### src/rtl/core/hws_pkg.sv
// Shared types, widths and constants for heading_to_wheel_speed.
// Holds the arctangent step table used by the CORDIC pipeline.
// No dependencies.
`default_nettype none
package hws_pkg;

	localparam int FORCE_W = 16;
	localparam int SPEED_W = 12;
	localparam int BASE_W  = 10;
	localparam int BAND_W  = 15;
	localparam int XY_W    = 27;
	localparam int Z_W     = 34;
	localparam int Q_W     = 18;
	localparam int ANGLE_W = 17;
	localparam int MAG_W   = 16;
	localparam int DIFF_W  = 15;
	localparam int PROD_W  = BASE_W + DIFF_W;
	localparam int FRAC_SH = 14;
	localparam int ATAN_LEN = 20;
	localparam int CFG_IDX_W = 2;

	localparam logic [CFG_IDX_W-1:0] REG_BASE_SPEED    = 2'd0;
	localparam logic [CFG_IDX_W-1:0] REG_STRAIGHT_BAND = 2'd1;

	localparam logic [BASE_W-1:0] BASE_RESET = 10'd80;
	localparam logic [BAND_W-1:0] BAND_RESET = 15'd1820;

	localparam logic signed [Z_W-1:0] Z_QUARTER  = 34'sd1073741824;
	localparam logic signed [Z_W-1:0] Z_ROUND    = 34'sd32768;
	localparam logic signed [Q_W-1:0] Q_HALF     = 18'sd32768;
	localparam logic signed [Q_W-1:0] Q_TURN     = 18'sd65536;
	localparam logic [MAG_W-1:0]      MAG_QUARTER = 16'd16384;

	typedef enum logic [1:0] {
		BAND_STRAIGHT,
		BAND_SOFT,
		BAND_SPIN
	} band_t;

	function automatic logic signed [Z_W-1:0] atan_step(input int unsigned idx);
		case (idx)
			0:  return 34'sd536870912;
			1:  return 34'sd316933406;
			2:  return 34'sd167458907;
			3:  return 34'sd85004756;
			4:  return 34'sd42667331;
			5:  return 34'sd21354465;
			6:  return 34'sd10679838;
			7:  return 34'sd5340245;
			8:  return 34'sd2670163;
			9:  return 34'sd1335087;
			10: return 34'sd667544;
			11: return 34'sd333772;
			12: return 34'sd166886;
			13: return 34'sd83443;
			14: return 34'sd41722;
			15: return 34'sd20861;
			16: return 34'sd10430;
			17: return 34'sd5215;
			18: return 34'sd2608;
			19: return 34'sd1304;
			default: return '0;
		endcase
	endfunction

endpackage
`default_nettype wire

### src/rtl/core/hws_cordic.sv
// Vectoring CORDIC pipeline: quadrant pre-rotation, then one micro-rotation per stage.
// Depends on hws_pkg for widths and the arctangent table.
`default_nettype none
module hws_cordic import hws_pkg::*; #(
	parameter int STEPS = 14
) (
	input  wire logic                       clk,
	input  wire logic                       arst_n,
	input  wire logic                       in_valid,
	output logic                            in_ready,
	input  wire logic signed [FORCE_W-1:0]  force_x,
	input  wire logic signed [FORCE_W-1:0]  force_y,
	output logic                            out_valid,
	input  wire logic                       out_ready,
	output logic signed [Z_W-1:0]           out_z,
	output logic                            out_zero
);

	localparam int N = (STEPS > ATAN_LEN) ? ATAN_LEN : STEPS;

	logic                  vld_s  [0:N];
	logic                  rdy    [0:N+1];
	logic signed [XY_W-1:0] x_s   [0:N];
	logic signed [XY_W-1:0] y_s   [0:N];
	logic signed [Z_W-1:0]  z_s   [0:N];
	logic                  zero_s [0:N];

	logic signed [XY_W-1:0] fx_w, fy_w, x_pre, y_pre;
	logic signed [Z_W-1:0]  z_pre;

	assign fx_w = {{(XY_W-FORCE_W-8){force_x[FORCE_W-1]}}, force_x, 8'd0};
	assign fy_w = {{(XY_W-FORCE_W-8){force_y[FORCE_W-1]}}, force_y, 8'd0};

	always_comb begin
		x_pre = fx_w;
		y_pre = fy_w;
		z_pre = '0;
		if (fx_w < 0) begin
			if (fy_w >= 0) begin
				x_pre = fy_w;
				y_pre = -fx_w;
				z_pre = Z_QUARTER;
			end else begin
				x_pre = -fy_w;
				y_pre = fx_w;
				z_pre = -Z_QUARTER;
			end
		end
	end

	assign rdy[N+1] = out_ready;
	assign in_ready = rdy[0];

	for (genvar k = 0; k <= N; k++) begin : g_rdy
		assign rdy[k] = !vld_s[k] || rdy[k+1];
	end

	always_ff @(posedge clk or negedge arst_n) begin
		if (!arst_n) begin
			vld_s[0] <= 1'b0;
		end else if (rdy[0]) begin
			vld_s[0] <= in_valid;
		end
	end

	always_ff @(posedge clk) begin
		if (rdy[0] && in_valid) begin
			x_s[0]    <= x_pre;
			y_s[0]    <= y_pre;
			z_s[0]    <= z_pre;
			zero_s[0] <= (force_x == '0) && (force_y == '0);
		end
	end

	for (genvar k = 1; k <= N; k++) begin : g_step
		always_ff @(posedge clk or negedge arst_n) begin
			if (!arst_n) begin
				vld_s[k] <= 1'b0;
			end else if (rdy[k]) begin
				vld_s[k] <= vld_s[k-1];
			end
		end

		always_ff @(posedge clk) begin
			if (rdy[k] && vld_s[k-1]) begin
				zero_s[k] <= zero_s[k-1];
				if (y_s[k-1] > 0) begin
					x_s[k] <= x_s[k-1] + (y_s[k-1] >>> (k-1));
					y_s[k] <= y_s[k-1] - (x_s[k-1] >>> (k-1));
					z_s[k] <= z_s[k-1] + atan_step(k-1);
				end else begin
					x_s[k] <= x_s[k-1] - (y_s[k-1] >>> (k-1));
					y_s[k] <= y_s[k-1] + (x_s[k-1] >>> (k-1));
					z_s[k] <= z_s[k-1] - atan_step(k-1);
				end
			end
		end
	end

	assign out_valid = vld_s[N];
	assign out_z     = z_s[N];
	assign out_zero  = zero_s[N];

	a_pre_x_nonneg: assert property (@(posedge clk) disable iff (!arst_n)
		vld_s[0] |-> x_s[0] >= 0)
		else $error("pre-rotation left x negative");

	a_first_hold: assert property (@(posedge clk) disable iff (!arst_n)
		vld_s[0] && !rdy[0] |=> vld_s[0] && $stable(z_s[0]))
		else $error("stalled pre-rotation stage changed");

	a_out_hold: assert property (@(posedge clk) disable iff (!arst_n)
		vld_s[N] && !out_ready |=> vld_s[N] && $stable(z_s[N]))
		else $error("stalled last micro-rotation stage changed");

endmodule
`default_nettype wire

### src/rtl/core/hws_speed.sv
// Angle rounding, turn band selection, inner wheel scaling and wheel mapping.
// Depends on hws_pkg for widths, constants and band_t.
`default_nettype none
module hws_speed import hws_pkg::*; (
	input  wire logic                       clk,
	input  wire logic                       arst_n,
	input  wire logic [BASE_W-1:0]          base_speed,
	input  wire logic [BAND_W-1:0]          straight_band,
	input  wire logic                       in_valid,
	output logic                            in_ready,
	input  wire logic signed [Z_W-1:0]      in_z,
	input  wire logic                       in_zero,
	output logic                            out_valid,
	input  wire logic                       out_ready,
	output logic signed [SPEED_W-1:0]       left_speed,
	output logic signed [SPEED_W-1:0]       right_speed
);

	logic vld_s1, vld_s2, vld_s3, vld_s4;
	logic rdy_s1, rdy_s2, rdy_s3, rdy_s4;

	logic [MAG_W-1:0]         mag_s1;
	logic                     pos_s1;
	band_t                    band_s2, band_s3;
	logic [DIFF_W-1:0]        diff_s2;
	logic [BASE_W-1:0]        base_s2, base_s3;
	logic                     pos_s2, pos_s3;
	logic [PROD_W-1:0]        prod_s3;
	logic signed [SPEED_W-1:0] left_s4, right_s4;

	logic signed [Z_W-1:0]     z_rnd;
	logic signed [Q_W-1:0]     q_raw, q_wrap;
	logic signed [ANGLE_W-1:0] ang;
	logic [ANGLE_W-1:0]        ang_neg;
	logic [MAG_W-1:0]          mag_w;
	band_t                     band_w;
	logic [MAG_W-1:0]          diff_w;
	logic signed [SPEED_W-1:0] b12, soft12, inner_w, outer_w;

	assign rdy_s4   = !vld_s4 || out_ready;
	assign rdy_s3   = !vld_s3 || rdy_s4;
	assign rdy_s2   = !vld_s2 || rdy_s3;
	assign rdy_s1   = !vld_s1 || rdy_s2;
	assign in_ready = rdy_s1;

	always_comb begin
		z_rnd  = in_z + Z_ROUND;
		q_raw  = z_rnd[Z_W-1:16];
		q_wrap = q_raw;
		if (q_raw <= -Q_HALF) begin
			q_wrap = q_raw + Q_TURN;
		end else if (q_raw > Q_HALF) begin
			q_wrap = q_raw - Q_TURN;
		end
		ang = in_zero ? '0 : q_wrap[ANGLE_W-1:0];
		ang_neg = -ang;
		mag_w = ang[ANGLE_W-1] ? ang_neg[MAG_W-1:0] : ang[MAG_W-1:0];
	end

	always_comb begin
		diff_w = MAG_QUARTER - mag_s1;
		if (mag_s1 <= {1'b0, straight_band}) begin
			band_w = BAND_STRAIGHT;
		end else if (mag_s1 > MAG_QUARTER) begin
			band_w = BAND_SPIN;
		end else begin
			band_w = BAND_SOFT;
		end
	end

	always_comb begin
		b12    = {{(SPEED_W-BASE_W){1'b0}}, base_s3};
		soft12 = {1'b0, prod_s3[PROD_W-1:FRAC_SH]};
		case (band_s3)
			BAND_STRAIGHT: begin
				inner_w = b12;
				outer_w = b12;
			end
			BAND_SPIN: begin
				inner_w = -b12;
				outer_w = b12;
			end
			BAND_SOFT: begin
				inner_w = soft12;
				outer_w = (b12 <<< 1) - soft12;
			end
			default: begin
				inner_w = b12;
				outer_w = b12;
			end
		endcase
	end

	always_ff @(posedge clk or negedge arst_n) begin
		if (!arst_n) begin
			vld_s1 <= 1'b0;
			vld_s2 <= 1'b0;
			vld_s3 <= 1'b0;
			vld_s4 <= 1'b0;
		end else begin
			if (rdy_s1) vld_s1 <= in_valid;
			if (rdy_s2) vld_s2 <= vld_s1;
			if (rdy_s3) vld_s3 <= vld_s2;
			if (rdy_s4) vld_s4 <= vld_s3;
		end
	end

	always_ff @(posedge clk) begin
		if (rdy_s1 && in_valid) begin
			mag_s1 <= mag_w;
			pos_s1 <= !ang[ANGLE_W-1] && (ang != '0);
		end
		if (rdy_s2 && vld_s1) begin
			band_s2 <= band_w;
			diff_s2 <= diff_w[DIFF_W-1:0];
			base_s2 <= base_speed;
			pos_s2  <= pos_s1;
		end
		if (rdy_s3 && vld_s2) begin
			prod_s3 <= base_s2 * diff_s2;
			band_s3 <= band_s2;
			base_s3 <= base_s2;
			pos_s3  <= pos_s2;
		end
		if (rdy_s4 && vld_s3) begin
			left_s4  <= pos_s3 ? inner_w : outer_w;
			right_s4 <= pos_s3 ? outer_w : inner_w;
		end
	end

	assign out_valid   = vld_s4;
	assign left_speed  = left_s4;
	assign right_speed = right_s4;

	a_mag_range: assert property (@(posedge clk) disable iff (!arst_n)
		vld_s1 |-> mag_s1 <= 16'd32768)
		else $error("heading magnitude beyond half turn");

	a_soft_bound: assert property (@(posedge clk) disable iff (!arst_n)
		vld_s3 && band_s3 == BAND_SOFT |-> prod_s3[PROD_W-1:FRAC_SH] <= {1'b0, base_s3})
		else $error("inner wheel speed exceeds base speed");

	a_mid_hold: assert property (@(posedge clk) disable iff (!arst_n)
		vld_s2 && !rdy_s2 |=> vld_s2 && $stable(diff_s2) && $stable(band_s2))
		else $error("stalled band stage changed");

endmodule
`default_nettype wire

### src/rtl/core/heading_to_wheel_speed.sv
// Top level of heading_to_wheel_speed: configuration registers, CORDIC and speed stages.
// Depends on hws_pkg, hws_cordic and hws_speed.
//
// channel   direction  fields (low bit up)             handshake
// s_axis    in         force_x[15:0], force_y[31:16]   s_tvalid / s_tready
// m_axis    out        left_speed[11:0], right[23:12]  m_tvalid / m_tready
// cfg       in         index 0 base_speed, 1 band      cfg_we, no wait
//
// One transfer per cycle in and out while m_tready holds no stall; stages in order:
// pre-rotation, one stage per micro-rotation, four speed stages.
// arst_n clears all valid bits and restores base_speed 80, straight_band 1820.
// Each stage holds while the next one is full and stalled; bubbles are squeezed out.
`default_nettype none
module heading_to_wheel_speed import hws_pkg::*; #(
	parameter int CORDIC_STEPS = 14
) (
	input  wire logic                  clk,
	input  wire logic                  arst_n,
	input  wire logic                  s_tvalid,
	output logic                       s_tready,
	input  wire logic [31:0]           s_tdata,   // force_x[15:0], force_y[31:16]
	output logic                       m_tvalid,
	input  wire logic                  m_tready,
	output logic [23:0]                m_tdata,   // left_speed[11:0], right_speed[23:12]
	input  wire logic                  cfg_we,
	input  wire logic [CFG_IDX_W-1:0]  cfg_index,
	input  wire logic [BAND_W-1:0]     cfg_wdata
);

	logic [BASE_W-1:0]         base_q;
	logic [BAND_W-1:0]         band_q;
	logic                      cv_valid, cv_ready, cv_zero;
	logic signed [Z_W-1:0]     cv_z;
	logic signed [SPEED_W-1:0] left_w, right_w;

	always_ff @(posedge clk or negedge arst_n) begin
		if (!arst_n) begin
			base_q <= BASE_RESET;
			band_q <= BAND_RESET;
		end else if (cfg_we) begin
			case (cfg_index)
				REG_BASE_SPEED:    base_q <= cfg_wdata[BASE_W-1:0];
				REG_STRAIGHT_BAND: band_q <= cfg_wdata;
				default: ;
			endcase
		end
	end

	hws_cordic #(
		.STEPS(CORDIC_STEPS)
	) u_cordic (
		.clk       (clk),
		.arst_n    (arst_n),
		.in_valid  (s_tvalid),
		.in_ready  (s_tready),
		.force_x   (s_tdata[15:0]),
		.force_y   (s_tdata[31:16]),
		.out_valid (cv_valid),
		.out_ready (cv_ready),
		.out_z     (cv_z),
		.out_zero  (cv_zero)
	);

	hws_speed u_speed (
		.clk           (clk),
		.arst_n        (arst_n),
		.base_speed    (base_q),
		.straight_band (band_q),
		.in_valid      (cv_valid),
		.in_ready      (cv_ready),
		.in_z          (cv_z),
		.in_zero       (cv_zero),
		.out_valid     (m_tvalid),
		.out_ready     (m_tready),
		.left_speed    (left_w),
		.right_speed   (right_w)
	);

	assign m_tdata = {right_w, left_w};

endmodule
`default_nettype wire

### config.mk
export PLATFORM = sky130hd
export DESIGN_NAME = heading_to_wheel_speed
export DESIGN_NICKNAME = d
export VERILOG_FILES = /design/src/rtl/core/hws_pkg.sv /design/src/rtl/core/hws_cordic.sv /design/src/rtl/core/hws_speed.sv /design/src/rtl/core/heading_to_wheel_speed.sv
export SDC_FILE = /design/constraint.sdc
export NUM_CORES = 2
export LEC_CHECK = 0
export ABC_AREA = 1
export BUFFER_PORTS_ARGS = -buffer_cell sky130_fd_sc_hd__buf_4
export CAP_MARGIN = 10
export CORE_MARGIN = 2
export CORE_UTILIZATION = 30
export CTS_CLUSTER_SIZE = 24
export DETAILED_ROUTE_END_ITERATION = 10
export PLACE_DENSITY = 0.44
export SYNTH_ARGS = -nofsm -noshare
export SYNTH_HDL_FRONTEND = slang
export SYNTH_SLANG_ARGS = --single-unit
### constraint.sdc
create_clock -name clk -period 9.82 [get_ports clk]
set_input_delay 0.982 -clock clk [delete_from_list [all_inputs] [get_ports clk]]
set_output_delay 0.982 -clock clk [all_outputs]
set_load 0.005 [all_outputs]
; ---- After elaboration in Yosys (flattened, before gate mapping)
; Memories as Yosys holds them, arrays and structs flattened.
; Index checks and enable logic that the tools add are counted.
[op_classes]
bitwise = 42
magnitude_cmp = 20
eq_ne = 3
add_sub_neg = 92
n_mux = 171
multipliers = 1
reduce_logical = 66
[op_table]
columns = op, count
row1 = $mux W27, 32
row2 = $mux W34, 16
row3 = $gt A27 B1 Y1 const B, 14
row4 = $mux W1, 114
row5 = $add A27 B14 Y27, 2
row6 = $add A27 B15 Y27, 2
row7 = $add A27 B16 Y27, 2
row8 = $add A27 B17 Y27, 2
row9 = $add A27 B18 Y27, 2
row10 = $add A27 B19 Y27, 2
row11 = $add A27 B20 Y27, 2
row12 = $add A27 B21 Y27, 2
row13 = $add A27 B22 Y27, 2
row14 = $add A27 B23 Y27, 2
row15 = $add A27 B24 Y27, 2
row16 = $add A27 B25 Y27, 2
row17 = $add A27 B26 Y27, 2
row18 = $neg A24 Y27, 2
row19 = $sub A27 B14 Y27, 2
row20 = $sub A27 B15 Y27, 2
row21 = $sub A27 B16 Y27, 2
row22 = $sub A27 B17 Y27, 2
row23 = $sub A27 B18 Y27, 2
row24 = $sub A27 B19 Y27, 2
row25 = 66 further kinds, 179
[word_totals]
out_inout_bits = 26
inputBits = 54
mem_bits_rw = 1335
register_bits = 151
elab_cells = 432
mem_count = 4
[memory_table]
columns = memory, words, word_bits, read_ports, rd_clocked_by_memory_dff, wr, line
row1 = u_cordic.z_s, 15, 34, 15, 0, 15, hws_cordic.sv:25  ; logic signed [Z_W-1:0] z_s [0:N];
row2 = u_cordic.x_s, 15, 27, 14, 0, 15, hws_cordic.sv:23  ; logic signed [XY_W-1:0] x_s [0:N];
row3 = u_cordic.y_s, 15, 27, 14, 0, 15, hws_cordic.sv:24  ; logic signed [XY_W-1:0] y_s [0:N];
row4 = u_cordic.zero_s, 15, 1, 15, 0, 15, hws_cordic.sv:26  ; logic zero_s [0:N];

; ---- Depth between registers and ports, before layout
[logic_depth]
word_depth = 23
mapped_depth = 33
mapped_depth_nobuf = 33

; ---- Cells and area by module
; From an unflattened synthesis, not the netlist that was laid out.
[unflattened]
cells_unflattened = 12688
area_unflattened_um2 = 105127.1
[by_module_without_submodules]
columns = mod, area_each_um2, n_inst, cells_each
row1 = hws_cordic, 93066.8, 1, 11177
row2 = hws_speed, 10988.0, 1, 1399
row3 = heading_to_wheel_speed, 1072.3, 1, 112

; ---- Worst setup path before layout
; OpenSTA, ideal clock, no wires.
[synth_timing]
path_type = in2reg
from = input m_tready
to = memory u_cordic.y_s[7][23] (netlist: u_cordic.y_s[0][212]) (data pin)
setup_time_ns = 0.259
path_buffers = 0
setup_slack_ns = 0.979
path_stages = 23
required_time_ns = 9.561
arrival_ns = 8.582
cell_sequence = inv_1 -> nand4_4 -> nor2_2 -> nand4_2 -> nor2_2 -> nand4_2 -> nor2_4 -> nor2_1 -> nand2_2 -> inv_1 -> or2_2 -> xor2_1 -> inv_1 -> ha_1 -> a21o_1 -> a31oi_1 -> o21ai_0 -> a21oi_1 -> o21ai_0 -> a21boi_0 -> o21ai_0 -> a21oi_1 -> xnor2_1
[synth_lines]
columns = element, line
row1 = start: declaration, heading_to_wheel_speed.sv:23  ; input wire logic m_tready,
row2 = end: declaration, hws_cordic.sv:24

==> flow_summary_export.csv <==
group,metric,value,unit
setup_path,reg2reg_to,"u_cordic.y_s[0][106]",
drt,vias,81146,
setup_path,path_max_fanout,41,
floorplanning,die_h,588.2,µm
placed_design,portBuffers,79,
setup_path,r2r_slack,3440,ps
drt,detail-route-antenna-nets,0,
cts,postCtsSetupBuffers,0,
global_route,grt_pass1_wl,463100,µm
finish,fill_cells,35750,
synthesis,synthArstFlopShare,3.673,%
floorplanning,rows,214,
synthesis,synth_seq_cells,1198,
placed_design,hpwl,239500,µm
synthesis,synth-main-ff-cell,"edfxtp_1",
synthesis,synth_edf_count,1154,
drt,routed_via_density,4.790,
synthesis,syn_inst,12131,
cts,clk_latency,880,ps
timing,drv_slew,0,
setup_path,ff2ff_path_depth,28,
cts,cts_tree,"yes",
finish,final_nets,13554,
global_route,grt_remaining_overflow,0,
global_route,grt_pass1_vias,82115,
setup_path,crit_type,"reg2reg",
drt,drc,0,
floorplanning,dieArea,346000,µm²
floorplanning,start_util,30.14,%
synthesis,yosysTopAreaCellShare,33.84,%
global_route,grt_max_degree,90,
synthesis,syn_area,102400,µm²
synthesis,yosysTopAreaCell,"edfxtp_1",
cts,cts_sinks,1198,
status,status,"complete, no violations",
synthesis,avgSynthCellArea,8.441,µm²
cts,htree_levels,4,
timing,worst_pin_slew,1107,ps
setup_path,r2r_start,"u_speed.out_valid",
cts,cts_resized,0,
job,max_cap_violations,0,
synthesis,synth_cell_types,74,
finish,final_layout_size_suffix_gt1_share,4.218,%
drt,drt-initial-drc-count,4454,
timing,relSlewSlack,25.49,%
timing,whs,192.6,ps
setup_path,path_delay_family,"simple AND/OR/NAND/NOR gates",
cts,clock_path_buffers,4,
setup_path,cp_slowest_stage_delay,460,ps
setup_path,cp-end-kind,"flop",
synthesis,synth_common_cells,"nand2_1, inv_1, a21oi_1",
timing,fin_tns_setup,0,ps
setup_path,critPathRequiredTime,10410,ps
timing,min_period_over_period,64.95,%
drt,wirelength,292400,µm
timing,setup_viol,0,
finish,post-route-util,33.48,%
cts,root_buffer,"clkbuf_16",
drt,wl_per_cell,17.26,µm
synthesis,yosysSeqAreaShare,34.93,%
drt,firstDrtPassIters,5,
setup_path,arrival,6970,ps
timing,hold_violations,0,
floorplanning,core_area,339800,µm²
global_route,grtUsageTotal,16.63,%
cts,cts-buffers-inserted,158,
timing,rsz0062_at_grt,"false",
setup_path,crit_buf_inv,4,
timing,period_needed,6378,ps
cts,ctsHoldBuffers,0,
setup_path,slowest_stage,"nand3_4",
synthesis,yosysMostFrequentCell,"nand2_1",
timing,fin_worst_skew,77.61,ps
floorplanning,die_x,588.2,µm
finish,area_growth,11.10,%
timing,fmaxAchievable,0.1568,GHz
placed_design,place_congestion,0.8781,
synthesis,ys_warn_count,0,
cts,clk_pin_slew_worst_paths,60,ps
synthesis,synthTopCellsByArea,"edfxtp_1, ha_1, xor2_1",
floorplanning,pin_count,80,
setup_path,startpoint_type,"flop",
global_route,antenna_found_initial,4,
worst_hold_path,hold_path.class,"in2async",
-- layer usage --
layer,part of all wire [%],track usage (%),vias to the layer above
met5,0,0,-
met4,2.6,4.432,0
met3,2.6,1.486,329
met2,49,29.89,1040
met1,46,21.21,37835
li1,-,-,41942
-- cell usage in the layout (no fill, tap or decap), types with 61 or more instances in the layout --
master / synthesis / final
o21ai_0: 741 / 741
buf_4: 8 / 118
nor3_1: 275 / 275
ha_1: 1087 / 1087
inv_1: 1529 / 1522
a21oi_1: 1170 / 1169
o31ai_1: 91 / 91
a21o_1: 61 / 61
fa_1: 133 / 133
nand3_1: 317 / 317
nor4_1: 92 / 92
o211ai_1: 64 / 64
xnor2_1: 310 / 310
edfxtp_1: 1154 / 1154
nand4_1: 118 / 118
nor2_1: 840 / 833
o21a_1: 84 / 84
nand2_1: 2230 / 2226
xor2_1: 1068 / 1068
clkbuf_16: 0 / 161
or2_2: 67 / 67
o21ai_1: 80 / 80
-- per-stage QoR --
stage / area, µm² / setup slack, ps / instances
finish: 113800 / 3442 / 16939
global route: 113800 / 2818 / 16938
global placement: 108400 / 2505 / 16655
detailed placement: 108400 / 2552 / 16655
CTS: 113700 / 3370 / 16935
floorplan: 102400 / 978.5 / 12133
-- logic make-up after synthesis --
logic type | synth area share [%]
muxes | 0.009775
buffers and inverters | 6.244
other | 0.003662
and+or+nand+nor | 16.80
AOI/OAI and AO/OA | 14.35
xor gates and xnor gates | 11.79
DFF | 34.93
adders and majority gates | 15.88
-- final cells by class --
class | instances | area, µm² | area share [%]
clock inverter | 92 | 1092 | 0.9601
timing repair buffer | 119 | 905.9 | 0.7963
tap | 4536 | 5675 | 4.989
multi-input combinational | 9261 | 60310 | 53.02
clock buffer | 188 | 4210 | 3.701
sequential | 1198 | 35760 | 31.44
inverter | 1542 | 5796 | 5.094
antenna | 3 | 7.507 | 0.006599
-- worst max path at each step --
stage / startpoint / end / cells past startpoint / slack (ps)
after detailed placement: m_tready / u_cordic.y_s[0][106] / 30 / 2550
after global placement: m_tready / u_cordic.y_s[0][106] / 30 / 2500
after floorplan: m_tready / u_cordic.y_s[0][212] / 23 / 980
final: u_speed.out_valid / u_cordic.y_s[0][106] / 28 / 3440
after global routing: u_speed.out_valid / u_cordic.y_s[0][106] / 28 / 2820
after CTS: u_speed.out_valid / u_cordic.y_s[0][106] / 28 / 3370
-- worst reg2reg max path, delay by kind of cell, from the launching register on --
family / cells / cell delay [ps]
AOI/OAI and AO/OA: 7 / 1360
xor gates and xnor gates: 2 / 270
adders and majority gates: 2 / 560
buffers and inverters: 4 / 630
DFF: 1 / 420
and+or+nand+nor: 13 / 2880
-- flip-flops by register name, summed over array words and instances (netlist names), 2 cells and up --
name,count
u_speed.base_s2,10
u_speed.band_s2,2
u_speed.right_speed,12
u_cordic.vld_s,14
base_q,10
band_q,15
u_speed.diff_s2,15
u_speed.mag_s1,16
u_cordic.y_s,348
u_speed.base_s3,10
u_cordic.zero_s,15
u_cordic.z_s,393
u_speed.prod_s3,11
u_speed.left_speed,12
u_speed.band_s3,2
u_cordic.x_s,305
Power is not shown: default switching activity piles up to over one toggle a cycle in this logic, so the estimate is an artifact.
